<file path="src/hdl/str_pkg.sv">
// Shared types and constants for the stepper trapezoid ramp generator.
package str_pkg;

   // Item kinds on the request channel
   localparam logic [1:0] KIND_ABS  = 2'd0;
   localparam logic [1:0] KIND_REL  = 2'd1;
   localparam logic [1:0] KIND_TICK = 2'd2;

   // Register indexes on the csr channel
   localparam logic [1:0] REG_MAX_SPEED = 2'd0;
   localparam logic [1:0] REG_ACCEL     = 2'd1;
   localparam logic [1:0] REG_DECEL     = 2'd2;
   localparam logic [1:0] REG_CLOCK_HZ  = 2'd3;

   // Register reset values
   localparam logic [31:0] MAX_SPEED_RST = 32'd65536000;
   localparam logic [31:0] ACCEL_RST     = 32'd65536000;
   localparam logic [31:0] DECEL_RST     = 32'd65536000;
   localparam logic [31:0] CLOCK_HZ_RST  = 32'd1000000;

   typedef struct packed {
      logic [1:0]         kind;
      logic signed [31:0] amount;
   } req_type;

   typedef struct packed {
      logic signed [31:0] position;
      logic               moving;
      logic               direction;
      logic [31:0]        speed;
      logic [31:0]        reload;
      logic [30:0]        compare;
      logic               pulse_start;
      logic               pulse_stop;
   } rsp_type;

   // Datapath operations selected by the controller
   typedef enum logic [2:0] {
      OP_NONE   = 3'd0,
      OP_LOAD   = 3'd1,  // latch the item, do move or step position
      OP_SQUARE = 3'd2,  // v*v
      OP_DIVBRK = 3'd3,  // start division v*v / (2*D*ONE)
      OP_DIVDEL = 3'd4,  // start division rate*ONE / v
      OP_SPEED  = 3'd5,  // apply speed update
      OP_DIVRLD = 3'd6,  // start division clock*ONE / v
      OP_RESULT = 3'd7   // form result beat
   } op_type;

   typedef struct packed {
      op_type op;
   } cmd_type;

   typedef struct packed {
      logic div_done;
      logic tick_live;   // tick while moving that did not reach target
      logic decel_zero;
   } sts_type;

endpackage

</file>
<file path="src/hdl/stepper_trapezoid_ramp_top.sv">
// From accept to rsp_valid, a move or a non-ramping tick uses one division, a ramping tick
// three (two with zero decel_rate); all divisions share the one divider.
// One item in flight; the next is taken in the cycle after its result is formed.
// A finished beat waits in the output register while the next item is taken.
// Reset: synchronous, active high; clears position and target, speed to 1.0,
// direction positive, idle, and loads the register reset values.
module stepper_trapezoid_ramp_top #(
   parameter int POS_WIDTH       = 32,
   parameter int SPEED_FRAC_BITS = 16
) (
   input  logic             clock,
   input  logic             reset,
   input  logic             req_valid,
   output logic             req_ready,
   input  str_pkg::req_type req_data,
   output logic             rsp_valid,
   input  logic             rsp_ready,
   output str_pkg::rsp_type rsp_data,
   input  logic             csr_valid,
   output logic             csr_ready,
   input  logic [1:0]       csr_index,
   input  logic [31:0]      csr_wdata
);
   logic [31:0] max_ff, acc_ff, dec_ff, clk_ff;
   str_pkg::cmd_type cmd;
   str_pkg::sts_type sts;

   assign csr_ready = 1'b1;

   // Configuration registers
   always_ff @(posedge clock) begin
      if (reset) begin
         max_ff <= str_pkg::MAX_SPEED_RST;
         acc_ff <= str_pkg::ACCEL_RST;
         dec_ff <= str_pkg::DECEL_RST;
         clk_ff <= str_pkg::CLOCK_HZ_RST;
      end else if (csr_valid) begin
         case (csr_index)
            str_pkg::REG_MAX_SPEED: max_ff <= csr_wdata;
            str_pkg::REG_ACCEL:     acc_ff <= csr_wdata;
            str_pkg::REG_DECEL:     dec_ff <= csr_wdata;
            str_pkg::REG_CLOCK_HZ:  clk_ff <= csr_wdata;
            default: ;
         endcase
      end
   end

   str_ctrl u_ctrl (
      .clock     (clock),
      .reset     (reset),
      .req_valid (req_valid),
      .req_ready (req_ready),
      .rsp_valid (rsp_valid),
      .rsp_ready (rsp_ready),
      .sts       (sts),
      .cmd       (cmd)
   );

   str_datapath #(
      .POS_WIDTH       (POS_WIDTH),
      .SPEED_FRAC_BITS (SPEED_FRAC_BITS)
   ) u_dp (
      .clock          (clock),
      .reset          (reset),
      .req_data       (req_data),
      .max_speed      (max_ff),
      .accel_rate     (acc_ff),
      .decel_rate     (dec_ff),
      .timer_clock_hz (clk_ff),
      .cmd            (cmd),
      .sts            (sts),
      .rsp_data       (rsp_data)
   );
endmodule

</file>
<file path="src/hdl/str_div.sv">
// Restoring divider, 64-bit dividend by 64-bit divisor, one quotient bit a cycle.
module str_div (
   input  logic        clock,
   input  logic        reset,
   input  logic        start,
   input  logic [63:0] dividend,
   input  logic [63:0] divisor,
   output logic        done,
   output logic [63:0] quotient
);
   logic [63:0] quo_ff, quo_in;
   logic [63:0] rem_ff, rem_in;
   logic [63:0] dsr_ff, dsr_in;
   logic [6:0]  cnt_ff, cnt_in;
   logic        busy_ff, busy_in;
   logic        done_ff, done_in;
   logic [64:0] trial;

   // One shift-subtract step
   always_comb begin
      quo_in  = quo_ff;
      rem_in  = rem_ff;
      dsr_in  = dsr_ff;
      cnt_in  = cnt_ff;
      busy_in = busy_ff;
      done_in = 1'b0;
      trial   = {rem_ff, quo_ff[63]} - {1'b0, dsr_ff};
      if (start) begin
         quo_in  = dividend;
         rem_in  = '0;
         dsr_in  = divisor;
         cnt_in  = 7'd64;
         busy_in = 1'b1;
      end else if (busy_ff) begin
         if (!trial[64]) begin
            rem_in = trial[63:0];
            quo_in = {quo_ff[62:0], 1'b1};
         end else begin
            rem_in = {rem_ff[62:0], quo_ff[63]};
            quo_in = {quo_ff[62:0], 1'b0};
         end
         cnt_in = cnt_ff - 7'd1;
         if (cnt_ff == 7'd1) begin
            busy_in = 1'b0;
            done_in = 1'b1;
         end
      end
   end

   always_ff @(posedge clock) begin
      quo_ff <= quo_in;
      rem_ff <= rem_in;
      dsr_ff <= dsr_in;
      if (reset) begin
         cnt_ff  <= '0;
         busy_ff <= 1'b0;
         done_ff <= 1'b0;
      end else begin
         cnt_ff  <= cnt_in;
         busy_ff <= busy_in;
         done_ff <= done_in;
      end
   end

   assign done     = done_ff;
   assign quotient = quo_ff;
endmodule

</file>
<file path="src/hdl/str_datapath.sv">
// Datapath: position, speed and ramp arithmetic with a shared divider.
module str_datapath #(
   parameter int POS_WIDTH       = 32,
   parameter int SPEED_FRAC_BITS = 16
) (
   input  logic             clock,
   input  logic             reset,
   input  str_pkg::req_type req_data,
   input  logic [31:0]      max_speed,
   input  logic [31:0]      accel_rate,
   input  logic [31:0]      decel_rate,
   input  logic [31:0]      timer_clock_hz,
   input  str_pkg::cmd_type cmd,
   output str_pkg::sts_type sts,
   output str_pkg::rsp_type rsp_data
);
   localparam logic [31:0] SPD_ONE = 32'd1 << SPEED_FRAC_BITS;
   localparam logic [31:0] PSIGN   = 32'd1 << (POS_WIDTH - 1);
   localparam logic [31:0] PMASK   = 32'hFFFF_FFFF >> (32 - POS_WIDTH);

   logic [31:0] pos_ff, pos_in, tgt_ff, tgt_in, spd_ff, spd_in;
   logic        dir_ff, dir_in, mov_ff, mov_in;
   logic        start_ff, start_in, stop_ff, stop_in, live_ff, live_in;
   logic [31:0] rem_ff, rem_in;
   logic [63:0] sq_ff, sq_in;
   logic        brake_ff, brake_in;
   logic [31:0] rld_ff, rld_in;
   str_pkg::rsp_type rsp_ff, rsp_in;

   logic        div_start;
   logic [63:0] div_a, div_b, div_q;
   logic        div_done;

   logic [31:0] goal, npos, diff, vclamp, vmax;
   logic [63:0] nv;

   function automatic logic [31:0] sext(input logic [31:0] v);
      sext = ((v & PMASK) ^ PSIGN) - PSIGN;
   endfunction

   str_div u_div (
      .clock    (clock),
      .reset    (reset),
      .start    (div_start),
      .dividend (div_a),
      .divisor  (div_b),
      .done     (div_done),
      .quotient (div_q)
   );

   assign vclamp = (spd_ff < SPD_ONE) ? SPD_ONE : spd_ff;
   assign vmax   = (max_speed < SPD_ONE) ? SPD_ONE : max_speed;

   // Operation decode
   always_comb begin
      pos_in   = pos_ff;
      tgt_in   = tgt_ff;
      spd_in   = spd_ff;
      dir_in   = dir_ff;
      mov_in   = mov_ff;
      start_in = start_ff;
      stop_in  = stop_ff;
      live_in  = live_ff;
      rem_in   = rem_ff;
      sq_in    = sq_ff;
      brake_in = brake_ff;
      rld_in   = rld_ff;
      rsp_in   = rsp_ff;
      div_start = 1'b0;
      div_a    = '0;
      div_b    = '0;
      goal     = (req_data.kind == str_pkg::KIND_REL) ?
                 (pos_ff + req_data.amount) & PMASK : req_data.amount & PMASK;
      npos     = (dir_ff ? pos_ff + 32'd1 : pos_ff - 32'd1) & PMASK;
      diff     = sext(tgt_ff - npos);
      nv       = '0;
      case (cmd.op)
         str_pkg::OP_LOAD: begin
            start_in = 1'b0;
            stop_in  = 1'b0;
            live_in  = 1'b0;
            case (req_data.kind)
               str_pkg::KIND_ABS, str_pkg::KIND_REL: begin
                  if (goal != pos_ff) begin
                     tgt_in   = goal;
                     mov_in   = 1'b1;
                     dir_in   = $signed(sext(goal)) > $signed(sext(pos_ff));
                     start_in = 1'b1;
                  end
               end
               str_pkg::KIND_TICK: begin
                  if (mov_ff) begin
                     pos_in = npos;
                     rem_in = diff[31] ? 32'd0 - diff : diff;
                     if (diff == 32'd0) begin
                        mov_in  = 1'b0;
                        stop_in = 1'b1;
                     end else begin
                        live_in = 1'b1;
                     end
                  end
               end
               default: ;
            endcase
         end
         str_pkg::OP_SQUARE: begin
            sq_in = 64'(vclamp) * 64'(vclamp);
         end
         str_pkg::OP_DIVBRK: begin
            div_start = 1'b1;
            div_a     = sq_ff;
            div_b     = 64'(decel_rate) << (SPEED_FRAC_BITS + 1);
         end
         str_pkg::OP_DIVDEL: begin
            if (decel_rate == 32'd0) brake_in = 1'b1;
            else brake_in = div_q >= 64'(rem_ff);
            div_start = 1'b1;
            div_a = (decel_rate == 32'd0 || div_q >= 64'(rem_ff)) ?
                    64'(decel_rate) << SPEED_FRAC_BITS :
                    64'(accel_rate) << SPEED_FRAC_BITS;
            div_b = 64'(vclamp);
         end
         str_pkg::OP_SPEED: begin
            if (brake_ff) begin
               spd_in = (64'(vclamp) < 64'(SPD_ONE) + div_q) ? SPD_ONE :
                        32'(64'(vclamp) - div_q);
            end else if (vclamp < vmax) begin
               nv     = 64'(vclamp) + div_q;
               spd_in = (nv > 64'(vmax)) ? vmax : nv[31:0];
            end else begin
               spd_in = vclamp;
            end
         end
         str_pkg::OP_DIVRLD: begin
            div_start = 1'b1;
            div_a     = 64'(timer_clock_hz) << SPEED_FRAC_BITS;
            div_b     = (spd_ff == 32'd0) ? 64'(SPD_ONE) : 64'(spd_ff);
         end
         str_pkg::OP_RESULT: begin
            if (div_q == 64'd0) rld_in = 32'd0;
            else if (div_q - 64'd1 > 64'hFFFF_FFFF) rld_in = 32'hFFFF_FFFF;
            else rld_in = 32'(div_q - 64'd1);
            rsp_in.position    = sext(pos_ff);
            rsp_in.moving      = mov_ff;
            rsp_in.direction   = dir_ff;
            rsp_in.speed       = spd_ff;
            rsp_in.reload      = rld_in;
            rsp_in.compare     = rld_in[31:1];
            rsp_in.pulse_start = start_ff;
            rsp_in.pulse_stop  = stop_ff;
         end
         default: ;
      endcase
   end

   always_ff @(posedge clock) begin
      sq_ff    <= sq_in;
      rem_ff   <= rem_in;
      brake_ff <= brake_in;
      rld_ff   <= rld_in;
      if (reset) begin
         pos_ff   <= '0;
         tgt_ff   <= '0;
         spd_ff   <= SPD_ONE;
         dir_ff   <= 1'b1;
         mov_ff   <= 1'b0;
         start_ff <= 1'b0;
         stop_ff  <= 1'b0;
         live_ff  <= 1'b0;
         rsp_ff   <= '0;
      end else begin
         pos_ff   <= pos_in;
         tgt_ff   <= tgt_in;
         spd_ff   <= spd_in;
         dir_ff   <= dir_in;
         mov_ff   <= mov_in;
         start_ff <= start_in;
         stop_ff  <= stop_in;
         live_ff  <= live_in;
         rsp_ff   <= rsp_in;
      end
   end

   assign sts.div_done   = div_done;
   assign sts.tick_live  = live_ff;
   assign sts.decel_zero = (decel_rate == 32'd0);
   assign rsp_data       = rsp_ff;

`ifndef SYNTHESIS
   // Speed never falls below the floor
   a_speed_floor: assert property (@(posedge clock) disable iff (reset)
      spd_ff >= SPD_ONE) else $error("speed below floor");
   // Start and stop never in the same item
   a_start_stop: assert property (@(posedge clock) disable iff (reset)
      !(start_ff && stop_ff)) else $error("start and stop together");
   // A stop always leaves the block idle
   a_stop_idle: assert property (@(posedge clock) disable iff (reset)
      stop_ff |-> !mov_ff) else $error("stop while moving");
   // Compare is half the reload
   a_compare: assert property (@(posedge clock) disable iff (reset)
      rsp_ff.compare == rsp_ff.reload[31:1]) else $error("compare mismatch");
`endif
endmodule

</file>
<file path="src/hdl/str_ctrl.sv">
// Controller: sequences one item through the datapath and handles handshakes.
module str_ctrl (
   input  logic             clock,
   input  logic             reset,
   input  logic             req_valid,
   output logic             req_ready,
   output logic             rsp_valid,
   input  logic             rsp_ready,
   input  str_pkg::sts_type sts,
   output str_pkg::cmd_type cmd
);
   typedef enum logic [8:0] {
      S_IDLE   = 9'b000000001,
      S_CHECK  = 9'b000000010,
      S_SQUARE = 9'b000000100,
      S_WBRK   = 9'b000001000,
      S_WDEL   = 9'b000010000,
      S_RLD    = 9'b000100000,
      S_WRLD   = 9'b001000000,
      S_RES    = 9'b010000000,
      S_OUT    = 9'b100000000
   } state_type;

   state_type state_ff, state_in;
   logic      vld_ff, vld_in;

   assign req_ready = (state_ff == S_IDLE);

   // Next state and command
   always_comb begin
      state_in = state_ff;
      vld_in   = vld_ff && !rsp_ready;
      cmd.op   = str_pkg::OP_NONE;
      case (state_ff)
         S_IDLE: begin
            if (req_valid && req_ready) begin
               cmd.op   = str_pkg::OP_LOAD;
               state_in = S_CHECK;
            end
         end
         S_CHECK: state_in = sts.tick_live ? S_SQUARE : S_RLD;
         S_SQUARE: begin
            cmd.op   = str_pkg::OP_SQUARE;
            state_in = S_WBRK;
         end
         S_WBRK: begin
            // Zero decel always brakes, so the braking test is skipped
            if (sts.decel_zero) begin
               cmd.op   = str_pkg::OP_DIVDEL;
               state_in = S_WDEL;
            end else begin
               cmd.op   = str_pkg::OP_DIVBRK;
               state_in = S_OUT;
            end
         end
         S_OUT: begin
            if (sts.div_done) begin
               cmd.op   = str_pkg::OP_DIVDEL;
               state_in = S_WDEL;
            end
         end
         S_WDEL: begin
            if (sts.div_done) begin
               cmd.op   = str_pkg::OP_SPEED;
               state_in = S_RLD;
            end
         end
         S_RLD: begin
            cmd.op   = str_pkg::OP_DIVRLD;
            state_in = S_WRLD;
         end
         S_WRLD: begin
            if (sts.div_done) state_in = S_RES;
         end
         S_RES: begin
            // Form the beat once the output register is free
            if (!vld_ff || rsp_ready) begin
               cmd.op   = str_pkg::OP_RESULT;
               vld_in   = 1'b1;
               state_in = S_IDLE;
            end
         end
         default: state_in = S_IDLE;
      endcase
   end

   always_ff @(posedge clock) begin
      if (reset) begin
         state_ff <= S_IDLE;
         vld_ff   <= 1'b0;
      end else begin
         state_ff <= state_in;
         vld_ff   <= vld_in;
      end
   end

   assign rsp_valid = vld_ff;

`ifndef SYNTHESIS
   // Input is taken only when the controller is idle
   a_accept_idle: assert property (@(posedge clock) disable iff (reset)
      (req_valid && req_ready) |=> (state_ff == S_CHECK))
      else $error("accept outside idle");
   // Result beat raised only by the result state
   a_rsp_rise: assert property (@(posedge clock) disable iff (reset)
      $rose(rsp_valid) |-> $past(state_ff == S_RES)) else $error("stray result");
   // State is one-hot
   a_onehot: assert property (@(posedge clock) disable iff (reset)
      $onehot(state_ff)) else $error("state not one-hot");
`endif
endmodule
</file>
<file path="config.mk">
export PLATFORM = sky130hd
export DESIGN_NAME = stepper_trapezoid_ramp_top
export DESIGN_NICKNAME = d
export VERILOG_FILES = /design/src/hdl/str_pkg.sv /design/src/hdl/stepper_trapezoid_ramp_top.sv /design/src/hdl/str_div.sv /design/src/hdl/str_datapath.sv /design/src/hdl/str_ctrl.sv
export SDC_FILE = /design/constraint.sdc
export NUM_CORES = 2
export LEC_CHECK = 0
export BUFFER_PORTS_ARGS = -buffer_cell sky130_fd_sc_hd__buf_2
export CORE_ASPECT_RATIO = 0.5
export CORE_UTILIZATION = 50
export CTS_CLUSTER_SIZE = 8
export DETAILED_ROUTE_END_ITERATION = 8
export GPL_TIMING_DRIVEN = 1
export HOLD_SLACK_MARGIN = 0.05
export MAX_ROUTING_LAYER = met4
export PLACE_DENSITY = 0.64
export SYNTH_ARGS = -nofsm -noshare
export SYNTH_HDL_FRONTEND = slang
export SYNTH_SLANG_ARGS = --single-unit
</file>
<file path="constraint.sdc">
create_clock -name clock -period 10.9 [get_ports clock]
set_input_delay 0.545 -clock clock [delete_from_list [all_inputs] [get_ports clock]]
set_output_delay 0.545 -clock clock [all_outputs]
set_load 0.02 [all_outputs]
</file>
Word-level counts from Yosys, hierarchy flattened
Cells that the tools add are included. Widths: inputs -> output; s select.

Register bits: 668. Bits of input ports: 73. Logic and storage cells: 167.

Add/sub/neg operators: 14. $mul: 1. $lt $le $gt $ge: 8. Equal/unequal tests: 29. Mux-type cells: 52. Bitwise operators: 4. Reductions and logical operators: 26.

Operators with widths (count): $pmux 64 s3 (2); $mux 32 (11); $mux 64 (3); $logic_not 32->1 (3); $sub 32x32->32 const B (3); $pmux 9 s9 (1); $sub 65x64->65 (1); $add 17x64->64 const A (1); $add 32x64->64 (1); $ge 64x32->1 (1); $gt 64x32->1 (1); $gt 64x32->1 const B (1); $logic_not 64->1 (1); $lt 32x17->1 const B (2); $lt 32x64->1 (1); $mul 32x32->64 (1); $sub 32x32->32 (2); $sub 64x1->64 const B (1); $mux 9 (6); $mux 48 (1); $add 32x1->32 const B (1); $add 32x32->32 (1); $gt 32x32->1 (1); $lt 32x32->1 (1); other kinds (39) (86).

Longest topological paths before layout
Word-level depth: 9. Gate-level depth with buffers: 38. Gate-level depth less buffers: 35.

By module
A second synthesis with hierarchy kept.

Cells, all modules: 8488. Area total of the unflattened synthesis: 74904.3 µm².

By module, submodules not included: str_datapath (times used 1, cells an instance 6738, area an instance 57084.7 µm², seq. area each 6906.6 µm²); str_div (times used 1, cells an instance 1190, area an instance 12004.0 µm², seq. area each 5305.1 µm²); stepper_trapezoid_ramp_top (times used 1, cells an instance 470, area an instance 5097.4 µm², seq. area each 2562.5 µm²); str_ctrl (times used 1, cells an instance 90, area an instance 718.2 µm², seq. area each 200.2 µm²).

Worst setup path before layout
Ideal clock, no wire load.

Kind: register to register. From: register u_dp.spd_ff[17]. To: register u_dp.sq_ff[62], data pin. Arrival: 8.773 ns. Required time: 10.642 ns. Path slack: 1.869 ns. Cell stages (with the launch flop): 37. Path buffers: 3. Clock period less this slack: 9.031 ns. Path through: dfxtp_1 -> clkbuf_1 -> nor4_1 -> nand4_1 -> clkbuf_1 -> and2_1 -> clkbuf_1 -> nand2_1 -> fa_1 -> inv_1 -> fa_1 -> fa_1 -> inv_1 -> fa_1 -> inv_1 -> fa_1 -> inv_1 -> fa_1 -> inv_1 -> fa_1 -> inv_1 -> fa_1 -> inv_1 -> ha_1 -> nand4_1 -> a21o_1 -> o2111ai_1 -> a31oi_1 -> o21ai_0 -> a2111oi_0 -> nor2_1 -> a21oi_1 -> a31oi_1 -> a21o_1 -> a221o_1 -> a21oi_1 -> xnor2_1.

Word-level cells in the longest chain between the ends: 3.

Ends and longest elaborated chain: start, declared (line str_datapath.sv:21) `logic [31:0] pos_ff, pos_in, tgt_ff, tgt_in, spd_ff, spd_in;`; start signal, assigned (line str_datapath.sv:174) `spd_ff <= spd_in;`; $lt 32x17->1 (line str_datapath.sv:51) `assign vclamp = (spd_ff < SPD_ONE) ? SPD_ONE : spd_ff;`; $mux 32 * (line str_datapath.sv:51); $mul 32x32->64 * (line str_datapath.sv:107) `sq_in = 64'(vclamp) * 64'(vclamp);`; end signal, assigned (line str_datapath.sv:157) `sq_ff <= sq_in;`; end, declared (line str_datapath.sv:25) `logic [63:0] sq_ff, sq_in;`.

Mark *: on every way between the ends. The rest lies on a longest branch, timed or not. A chain may end at the register's enable or synchronous reset.

Worst setup path after layout
Ends and elaborated chain as after synthesis.

==> flow_summary.json <==
{
  "maxCapViolations": 0,
  "netlist_area_sq_um": 71900,
  "io_pins": 207,
  "seq_area_frac_synth_pct": 20.2,
  "drive_gt1_share_pct": 6.05,
  "peakVddDrop_mv": 0.117,
  "core_area_sq_um": 141000,
  "critPathRequiredTime_ns": 11.31,
  "cts_max_level": 3,
  "finalHoldViolCount": 0,
  "dr.pass1.iters": 9,
  "drt_iter0_markers": 5944,
  "overflow": 0,
  "drc": 0,
  "min_period_ns": 10.50,
  "arrival_ns": 10.91,
  "cts_tree": "built",
  "clock-skew-final_ns": 0.0499,
  "async_flop_share_pct": 0,
  "grt_pass1_wl_mm": 360,
  "ff2ff_setup_slack_ns": 0.40,
  "cpMostUsedCell": "fa_1",
  "clk_path_buf_depth": 3,
  "design_area_sq_um": 77000,
  "vias_per_cell": 5.81,
  "fin_ws_ns": 0.404,
  "place_area_sq_um": 74400,
  "grt_usage_pct": 33.0,
  "ys_warn_count": 0,
  "antenna_found_initial": 13,
  "insertion_delay_ns": 0.70,
  "status": "finished clean",
  "setup_tns_ns": 0,
  "whs_ns": 0.133,
  "dp_slack_ns": 0.340,
  "grt_max_degree": 177,
  "ys_seq_elements": 621,
  "worst_slew_pin_slew_ns": 1.28,
  "relSlewSlack_pct": 14.2,
  "wire_per_inst_um": 22.6,
  "cts_hold_buf": 0,
  "max_freq_mhz": 95.3,
  "synth_area_per_cell_sq_um": 8.47,
  "ant_nets": 0,
  "root_buffer": "clkbuf_16",
  "post-cts-setup-buffer-count": 0,
  "fin_crit_sh_pct": 96.3,
  "critical_path.endpoint_type": "flip-flop",
  "vias": 60318,
  "chipHeight_um": 270,
  "wl_met2_mm": 101,
  "drt_wl_total_mm": 235,
  "synthFlopType": "dfxtp_1",
  "syn_nets": 10008,
  "rows": 97,
  "setup.worst_path.class": "flip-flop to flip-flop",
  "critical_path.max_fanout": 45,
  "port_buffers": 205,
  "dp_hpwl_mm": 180,
  "syn-instance-count": 8493,
  "die_area_sq_um": 145000,
  "final_max_slew_viol_count": 0,
  "setup_viol": 0,
  "rsz0062_at_grt": "no",
  "numClockSinks": 621,
  "final_nets": 9950,
  "routabilityCongestion": 1.05,
  "crit_path_top_delay_cell": "a2111oi_2",
  "synth_edf_count": 209,
  "dieWidth_um": 538,
  "initial_core_util_pct": 50.9,
  "startpoint_type": "flip-flop",
  "clk_pin_slew_worst_paths_ns": 0.06,
  "top_layer": "met4",
  "cts-buffers-inserted": 88,
  "syn_to_final_growth_pct": 7.05,
  "synth.distinct_cells": 95,
  "grt_pass1_vias": 59319,
  "power_density_nw_per_um2": 101,
  "leakage_nw": 37.8,
  "hold_path.class": "input pin to flip-flop",
  "cpPeakStageDelay_ns": 0.63,
  "wl_met3_mm": 22.1,
  "wl_met1_mm": 105
}
-- logic make-up (layout without fill, tap and decap cells) --
group,Yosys count,count (layout),synth area share (%)
compound gates,1705,1705,14.8
other cells,1,10,0.00521
simple gates,2504,2504,16.4
mux,69,69,0.979
fa+ha+maj,1442,1442,33.4
flops,621,621,20.2
xor+xnor,385,385,4.69
buf+inv,1766,1765,9.47
-- where the power goes --
group,internal (mW),switching (mW)
logic,0.959,1.34
registers,2.63,0.167
clock network,1.52,1.15
-- path summary, 6_finish.rpt --
check	endpoint	cells after the start	startpoint
setup / recovery	u_dp.sq_ff[62]	33	u_dp.spd_ff[17]
setup reg to reg	u_dp.sq_ff[62]	33	u_dp.spd_ff[17]
hold reg to reg	u_dp.rsp_data[95]	2	u_dp.rsp_data[95]
hold / removal	dec_ff[14]	3	csr_wdata[14]
-- per-stage QoR --
step	total power, mW	cells	utilization [%]
6_report	7.77	10382	54.5
5_1_grt	8.21	10379	54.5
4_1_cts	7.80	10373	54.4
3_5_place_dp	5.12	10226	52.6
3_3_place_gp	5.10	10226	52.6
2_1_floorplan	4.62	8493	-
-- critical path: cells and delay by family (launching register included) --
family          cells  cell delay [ns]
buf+inv             7             0.98
xor+xnor            1             0.07
fa+ha+maj           9             4.24
compound gates     11             3.25
flops               1             0.38
simple gates        5             1.28
-- registers in the layout, summed over array words and instances, names as in the netlist, 7 cells and up --
name,count
u_dp.rem_ff,32
max_ff,32
clk_ff,32
dec_ff,32
u_dp.u_div.rem_ff,64
u_dp.pos_ff,32
u_dp.spd_ff,32
u_dp.u_div.dsr_ff,49
u_dp.sq_ff,63
u_dp.u_div.quotient,64
u_dp.rsp_data,100
acc_ff,32
u_dp.u_div.cnt_ff,7
u_ctrl.state_ff,9
u_dp.tgt_ff,32
-- synth_stat cells (13+ instances only) --
cell | instances | area (sq um)
inv_1 | 1287 | 4830
nand2_1 | 1045 | 3920
fa_1 | 800 | 16000
ha_1 | 642 | 8030
a21oi_1 | 606 | 3030
nor2_1 | 452 | 1700
dfxtp_1 | 412 | 8250
clkbuf_1 | 400 | 1500
o21ai_0 | 329 | 1650
xnor2_1 | 262 | 2290
edfxtp_1 | 209 | 6280
a21o_1 | 174 | 1310
nand3_1 | 173 | 866
and2_1 | 164 | 1030
and3_1 | 157 | 982
xor2_1 | 123 | 1080
a31oi_1 | 103 | 644
nor3_1 | 94 | 470
nand4_1 | 84 | 526
nor2b_1 | 73 | 457
a211oi_1 | 71 | 533
mux2i_1 | 58 | 581
nand2b_1 | 56 | 350
o21a_1 | 55 | 413
nor4_1 | 53 | 332
o21bai_1 | 50 | 375
a22o_1 | 42 | 368
buf_4 | 37 | 278
o211ai_1 | 34 | 255
or3_1 | 30 | 188
o31ai_1 | 27 | 203
a221oi_1 | 23 | 201
or2_2 | 22 | 138
and4_1 | 17 | 149
or4_1 | 17 | 128
a2111oi_0 | 16 | 140
buf_2 | 16 | 80.1
a31o_2 | 15 | 131
buf_1 | 14 | 52.6
o211a_1 | 14 | 140
nand4b_1 | 13 | 114
o21ai_1 | 13 | 65.1
-- timing repair --
item / CTS / global route
resized for setup: 0 / 3
setup endpoints to repair: 0 / 8
endpoints found under the hold margin: 0 / 0
-- layout by cell type, fill, tap and decap left out, drive strengths merged, types with 57 or more instances in the layout --
| cell type | instances |
|---|---|
| a31oi | 103 |
| and2 | 167 |
| nor2b | 73 |
| edfxtp | 209 |
| nor4 | 57 |
| clkbuf | 139 |
| o21ai | 342 |
| dfxtp | 412 |
| buf | 323 |
| a21oi | 606 |
| nor3 | 95 |
| nand2 | 1045 |
| xor2 | 123 |
| xnor2 | 262 |
| a211oi | 72 |
| ha | 642 |
| fa | 800 |
| a21o | 174 |
| nor2 | 452 |
| mux2i | 58 |
| inv | 1289 |
| and3 | 157 |
| nand4 | 85 |
| nand3 | 174 |
-- layer usage --
layer	vias up	global-route usage [%]
met5	-	-
met4	0	8.73
met3	354	6.92
met2	2341	48.8
met1	29616	45.8
li1	28007	-
-- cell type report --
| type | count | area (sq um) |
|---|---|---|
| fillers | 13265 | 64400 |
| multi-input cells | 6106 | 50700 |
| flip-flops and latches | 621 | 14500 |
| inverters | 1295 | 4860 |
| clock buffers | 139 | 2420 |
| well taps | 1881 | 2350 |
| repair buffers | 323 | 1950 |
| clock inverters | 8 | 153 |
| diodes | 9 | 22.5 |
Note: power is estimated with default switching activity, not from simulation.
